===== src/rtl/bezier_point_evaluator_assert.svh =====
// ---------------------------------------------------------------------------
// Assertion macros for the Bezier point evaluator
// ---------------------------------------------------------------------------
`ifndef BEZIER_POINT_EVALUATOR_ASSERT_SVH
`define BEZIER_POINT_EVALUATOR_ASSERT_SVH

// Same-cycle implication, sampled on clock, off during reset.
`define BPE_ASSERT_NOW(name, pre, post, msg) \
   name: assert property (@(posedge clock) disable iff (reset) (pre) |-> (post)) \
      else $error(msg);

// Next-cycle implication, sampled on clock, off during reset.
`define BPE_ASSERT_NEXT(name, pre, post, msg) \
   name: assert property (@(posedge clock) disable iff (reset) (pre) |=> (post)) \
      else $error(msg);

`endif


===== src/rtl/bpe_pkg.sv =====
`timescale 1ns / 1ps
// ---------------------------------------------------------------------------
// bpe_pkg
// Shared widths, constants and payload types of the Bezier point evaluator.
// ---------------------------------------------------------------------------
package bpe_pkg;

   localparam int COORD_WIDTH = 32;
   localparam int T_FRAC_BITS = 16;
   localparam int T_WIDTH     = T_FRAC_BITS + 1;
   localparam int DEG_WIDTH   = 2;

   // 1.0 in the parameter format
   localparam logic [T_WIDTH-1:0] T_ONE = T_WIDTH'(1) << T_FRAC_BITS;

   // registers in one blend unit, and blend levels for a cubic
   localparam int BLEND_STAGES = 3;
   localparam int NUM_LEVELS   = 3;
   localparam int PIPE_DEPTH   = BLEND_STAGES * NUM_LEVELS;

   typedef logic signed [COORD_WIDTH-1:0] coord_type;
   typedef logic [T_WIDTH-1:0]            tpar_type;
   typedef logic [DEG_WIDTH-1:0]          degree_type;

   typedef struct packed {
      degree_type degree;
      coord_type  p0_x;
      coord_type  p0_y;
      coord_type  p1_x;
      coord_type  p1_y;
      coord_type  p2_x;
      coord_type  p2_y;
      coord_type  p3_x;
      coord_type  p3_y;
      tpar_type   param_t;
   } req_payload_type;

   typedef struct packed {
      coord_type point_x;
      coord_type point_y;
   } rsp_payload_type;

endpackage


===== src/rtl/bpe_blend.sv =====
`timescale 1ns / 1ps
// ---------------------------------------------------------------------------
// bpe_blend
// Three-stage blend a*(1-t) + b*t, rounded half up, with a pass-through.
// ---------------------------------------------------------------------------
module bpe_blend
   import bpe_pkg::*;
(
   input  logic      clock,
   input  logic      en,
   input  coord_type a,
   input  coord_type b,
   input  tpar_type  t,
   input  logic      bypass,
   output coord_type r
);

   localparam int DIFF_WIDTH = COORD_WIDTH + 1;
   localparam int PROD_WIDTH = DIFF_WIDTH + T_WIDTH + 1;
   localparam logic signed [PROD_WIDTH-1:0] HALF = PROD_WIDTH'(1) << (T_FRAC_BITS - 1);

   // stage 1: difference
   logic signed [DIFF_WIDTH-1:0] diff_ff, diff_in;
   coord_type                    a1_ff;
   tpar_type                     t1_ff;
   logic                         byp1_ff;

   // stage 2: product
   logic signed [PROD_WIDTH-1:0] prod_ff, prod_in;
   coord_type                    a2_ff;
   logic                         byp2_ff;

   // stage 3: rounded result
   logic signed [PROD_WIDTH-1:0] rnd;
   logic signed [T_WIDTH:0]      t_ext;
   coord_type                    r_ff, r_in;

   // a*(1-t) + b*t == a + (b-a)*t, so one multiply per blend
   assign diff_in = DIFF_WIDTH'(b) - DIFF_WIDTH'(a);
   assign t_ext   = $signed({1'b0, t1_ff});
   assign prod_in = PROD_WIDTH'(diff_ff) * PROD_WIDTH'(t_ext);

   always_comb begin
      rnd  = (prod_ff + HALF) >>> T_FRAC_BITS;
      r_in = byp2_ff ? a2_ff : coord_type'(a2_ff + rnd[COORD_WIDTH-1:0]);
   end

   always_ff @(posedge clock) begin
      if (en) begin
         diff_ff <= diff_in;
         a1_ff   <= a;
         t1_ff   <= t;
         byp1_ff <= bypass;
         prod_ff <= prod_in;
         a2_ff   <= a1_ff;
         byp2_ff <= byp1_ff;
         r_ff    <= r_in;
      end
   end

   assign r = r_ff;

endmodule


===== config.mk =====
export PLATFORM = sky130hd
export DESIGN_NAME = bpe_blend
export DESIGN_NICKNAME = d
export VERILOG_FILES = /design/src/rtl/bezier_point_evaluator_assert.svh /design/src/rtl/bpe_pkg.sv /design/src/rtl/bpe_blend.sv
export SDC_FILE = /design/constraint.sdc
export NUM_CORES = 2
export LEC_CHECK = 0
export BUFFER_PORTS_ARGS = -buffer_cell sky130_fd_sc_hd__buf_4
export CAP_MARGIN = 30
export CORE_ASPECT_RATIO = 1.5
export CORE_MARGIN = 2
export CORE_UTILIZATION = 55
export DETAILED_ROUTE_END_ITERATION = 8
export PLACE_DENSITY = 0.75
export RECOVER_POWER = 100
export SLEW_MARGIN = 20
export SYNTH_ARGS = -nofsm -noshare
export SYNTH_HDL_FRONTEND = slang
export SYNTH_SLANG_ARGS = --single-unit
export TNS_END_PERCENT = 50

===== constraint.sdc =====
create_clock -name clock -period 6.3 [get_ports clock]
set_input_delay 0.945 -clock clock [delete_from_list [all_inputs] [get_ports clock]]
set_output_delay 0.945 -clock clock [all_outputs]
set_load 0.005 [all_outputs]

==> results.sh <==
export IMPL_outcome="finished with violations"
export IMPL_violations="max-capacitance violations, max-slew violations, negative setup slack"
export IMPL_grt_overflow=0
export IMPL_cts_htree_levels=4
export IMPL_final_instance_count_excl_fill=3791
export IMPL_wire_per_inst_um=20.5
export IMPL_dieArea_um2=52600
export IMPL_crit_buf_inv=8
export IMPL_clk_latency_ns=0.49
export IMPL_cts_buffer_depth=2
export IMPL_grt_pass1_wl_mm=123
export IMPL_crit_chain="buf_6 -> and2_1 -> fa_1 -> inv_1 -> fa_1 -> inv_1 -> fa_1 -> fa_1 -> fa_1 -> inv_2 -> fa_1 -> inv_2 -> ha_4 -> buf_4 -> o21ai_0 -> nand2b_1 -> o41a_1 -> nand2_2 -> nor2_4 -> a31oi_4 -> buf_6 -> o31a_1 -> buf_4 -> xnor2_2"
export IMPL_hpwl_mm=61.2
export IMPL_diodes=0
export IMPL_critPathArrivalTime_ns=6.70
export IMPL_wl_mm=77.7
export IMPL_worst_setup_path_start_kind="flop"
export IMPL_vias=21542
export IMPL_grt_max_degree=71
export IMPL_start_util_pct=55.3
export IMPL_gp_congestion=0.944
export IMPL_firstDrtPassIters=6
export IMPL_crit_path_end_kind="flop"
export IMPL_synth_seq_cells=181
export IMPL_ios=116
export IMPL_slew_headroom_pct=-118
export IMPL_core_area_um2=50400
export IMPL_dp_cells=3717
export IMPL_layout_drive_gt1_share_pct=15.9
export IMPL_post_synth_num_cell_types=74
export IMPL_netlist_instances=2839
export IMPL_rows=101
export IMPL_drv_slew=186
export IMPL_yosys_warnings=0
export IMPL_vias_per_cell=5.68
export IMPL_antenna_found_initial=4
export IMPL_min_period_ns=6.48
export IMPL_yosys_most_used_dff="edfxtp_1"
export IMPL_grt_pass1_vias=24001
export IMPL_clockRootBuffer="clkbuf_16"
export IMPL_slowest_stage="fa_1"
export IMPL_worst_pin_slew_ns=3.27
export IMPL_area_delta_synth_final_pct=16.5
export IMPL_synth_edf_count=181
export IMPL_ys_seq_area_share_pct=19.5
export IMPL_crit_fanout=4
export IMPL_rsz0062_at_grt="yes"
export IMPL_async_flop_share_pct=0
export IMPL_cts_clk_slew_worst_paths_ns=0.08
export IMPL_ant_nets=0
export IMPL_max_cap_viol_count=3
export IMPL_numCtsBuffers=17
export IMPL_drc=0
export IMPL_cpPeakStageDelay_ns=0.54
export IMPL_clock_skew_ns=0.0241
export IMPL_max_freq_mhz=154
export IMPL_syn_num_nets=3613
export IMPL_tritoncts="built"
export IMPL_drt_initial_drc_count=1488
export IMPL_critPathMostFrequentCell="fa_1"
export IMPL_synth_area_um2=27900
export IMPL_period_share_pct=103
export IMPL_dieHeight_um=280
export IMPL_finalHoldViolations=0
export IMPL_avgSynthCellArea_um2=9.82
export IMPL_criticalPathCategory="flop to flop"
export IMPL_cp_top_family="adder cells"
export IMPL_nFillCells=3800
export IMPL_port_buffers=115
export IMPL_hold_class="flop to flop"
export IMPL_crit_required_ns=6.52
export IMPL_cts_sinks=181
export IMPL_die_width_um=188
export IMPL_setup_violations=10
export IMPL_layout_nets=3884
export IMPL_grt_usage_pct=30.5
export IMPL_setup_ws_ns=-0.180
-- layer usage --
| layer | global-route usage, % | up-vias | share of wire (%) |
|---|---|---|---|
| li1 | - | 9271 | - |
| met1 | 31.5 | 10865 | 33 |
| met2 | 56.2 | 1010 | 53 |
| met3 | 4.54 | 390 | 6.0 |
| met4 | 21.8 | 6 | 8.2 |
| met5 | 0 | - | 0.042 |
-- sequential cells by signal, indices dropped and copies added (netlist names) --
name,count
diff_ff,33
prod_ff,33
a1_ff,32
a2_ff,32
r,32
t1_ff,17
byp1_ff,1
byp2_ff,1
-- cell type report --
type                            count  area [um2]  share of cell area, %
Multi-Input combinational cell   1935       20400                   62.8
Sequential cell                   181        5440                   16.7
Timing Repair Buffer              349        2860                   8.80
Inverter                          626        2350                   7.23
Tap cell                          669         837                   2.58
Clock buffer                       17         425                   1.31
Clock inverter                     14         170                  0.524
-- cells in the final DEF, fill, tap and decap left out, types with 6 or more instances in the layout --
master and count:
and2_1 295, a21oi_1 66, nand2b_1 9, a211oi_1 7
clkbuf_16 17, nor2b_1 13, a31oi_1 9, and2_4 12
inv_1 597, xor2_1 50, nand4_1 9, xnor2_1 81
ha_1 156, buf_12 22, nor2_1 40, a21oi_4 6
o21a_1 12, a21oi_2 11, o21ai_1 9, o21ai_2 6
o21bai_1 11, nand3_1 35, inv_2 29, ha_4 18
nand2_1 331, and3_1 13, fa_2 26, nor3_1 16
o21ai_0 57, clkbuf_4 50, a21o_1 37, o211ai_1 7
edfxtp_1 181, fa_1 490, clkbuf_1 34, buf_6 24
buf_4 216
-- path summary, 6_finish.rpt --
kind	startpoint	to	slack [ns]	cells after the start
worst max-delay path	diff_ff[5]$_DFFE_PP_	prod_ff[39]$_DFFE_PP_	-0.18	24
worst min-delay path	a1_ff[15]$_DFFE_PP_	a2_ff[15]$_DFFE_PP_	0.42	0
worst max register to register	diff_ff[5]$_DFFE_PP_	prod_ff[39]$_DFFE_PP_	-0.18	24
worst min register to register	a1_ff[15]$_DFFE_PP_	a2_ff[15]$_DFFE_PP_	0.42	0
-- worst register-to-register path, delay by kind of cell (launching register included) --
family | cells | cell delay, ns
AO/OA/AOI/OAI | 4 | 0.81
XOR/XNOR | 1 | 0.11
flip-flops | 1 | 0.49
adder cells (fa/ha/maj) | 7 | 3.35
AND/OR/NAND/NOR | 4 | 0.63
buffers and inverters | 8 | 0.84
-- cells in the mapped netlist (4+ instances only) --
cell / instances / area [um2]
inv_1: 626 / 2350
fa_1: 516 / 10300
nand2_1: 333 / 1250
and2_1: 309 / 1930
edfxtp_1: 181 / 5440
ha_1: 174 / 2180
clkbuf_1: 96 / 360
xnor2_1: 86 / 753
a21oi_1: 82 / 410
o21ai_0: 54 / 270
xor2_1: 51 / 447
nor2_1: 44 / 165
nand3_1: 38 / 190
a21o_1: 37 / 278
nor3_1: 19 / 95.1
o21ai_1: 17 / 85.1
and3_1: 15 / 93.8
nor2b_1: 13 / 81.3
a31oi_1: 12 / 75.1
o21a_1: 12 / 90.1
o21bai_1: 11 / 82.6
nand2b_1: 9 / 56.3
nand4_1: 9 / 56.3
a211oi_1: 8 / 60.1
o211ai_1: 7 / 52.6
a211o_1: 4 / 35.0
a311oi_1: 4 / 35.0
o31ai_1: 4 / 30.0
or2_2: 4 / 25.0
or3_1: 4 / 25.0
-- logic make-up (layout without fill, tap and decap cells) --
group	after synthesis	count (layout)	synth area share (%)
XOR/XNOR	137	137	4.30
flip-flops	181	181	19.5
AND/OR/NAND/NOR	813	813	14.7
adder cells (fa/ha/maj)	690	690	44.9
buffers and inverters	723	1006	9.74
AO/OA/AOI/OAI	292	292	6.81
multiplexers	3	3	0.117
-- metrics by stage --
| stage | setup WS [ns] | setup TNS, ns | util, % | hold slack (ns) | cell area, um2 |
|---|---|---|---|---|---|
| 3_5_place_dp | -0.443 | -3.36 | 61.3 | 0.406 | 30900 |
| 4_1_cts | -0.00807 | -0.00807 | 64.1 | 0.420 | 32300 |
| 2_1_floorplan | 0.0410 | 0 | - | 0.400 | 27900 |
| 5_1_grt | -0.309 | -2.87 | 64.5 | 0.429 | 32500 |
| 6_report | -0.180 | -1.01 | 64.5 | 0.421 | 32500 |
| 3_3_place_gp | -0.324 | -2.34 | 61.3 | 0.401 | 30900 |
-- what timing repair did --
action	CTS	global route
hold buffers	0	0
pin swaps	93	93
buffers inserted	31	14
gates resized for setup	113	84
gates cloned	2	0
setup endpoints to repair	16	26
Power is left out: the tool's default activity adds up to more than one toggle a clock period on the data nets, which glitch-free logic cannot reach.
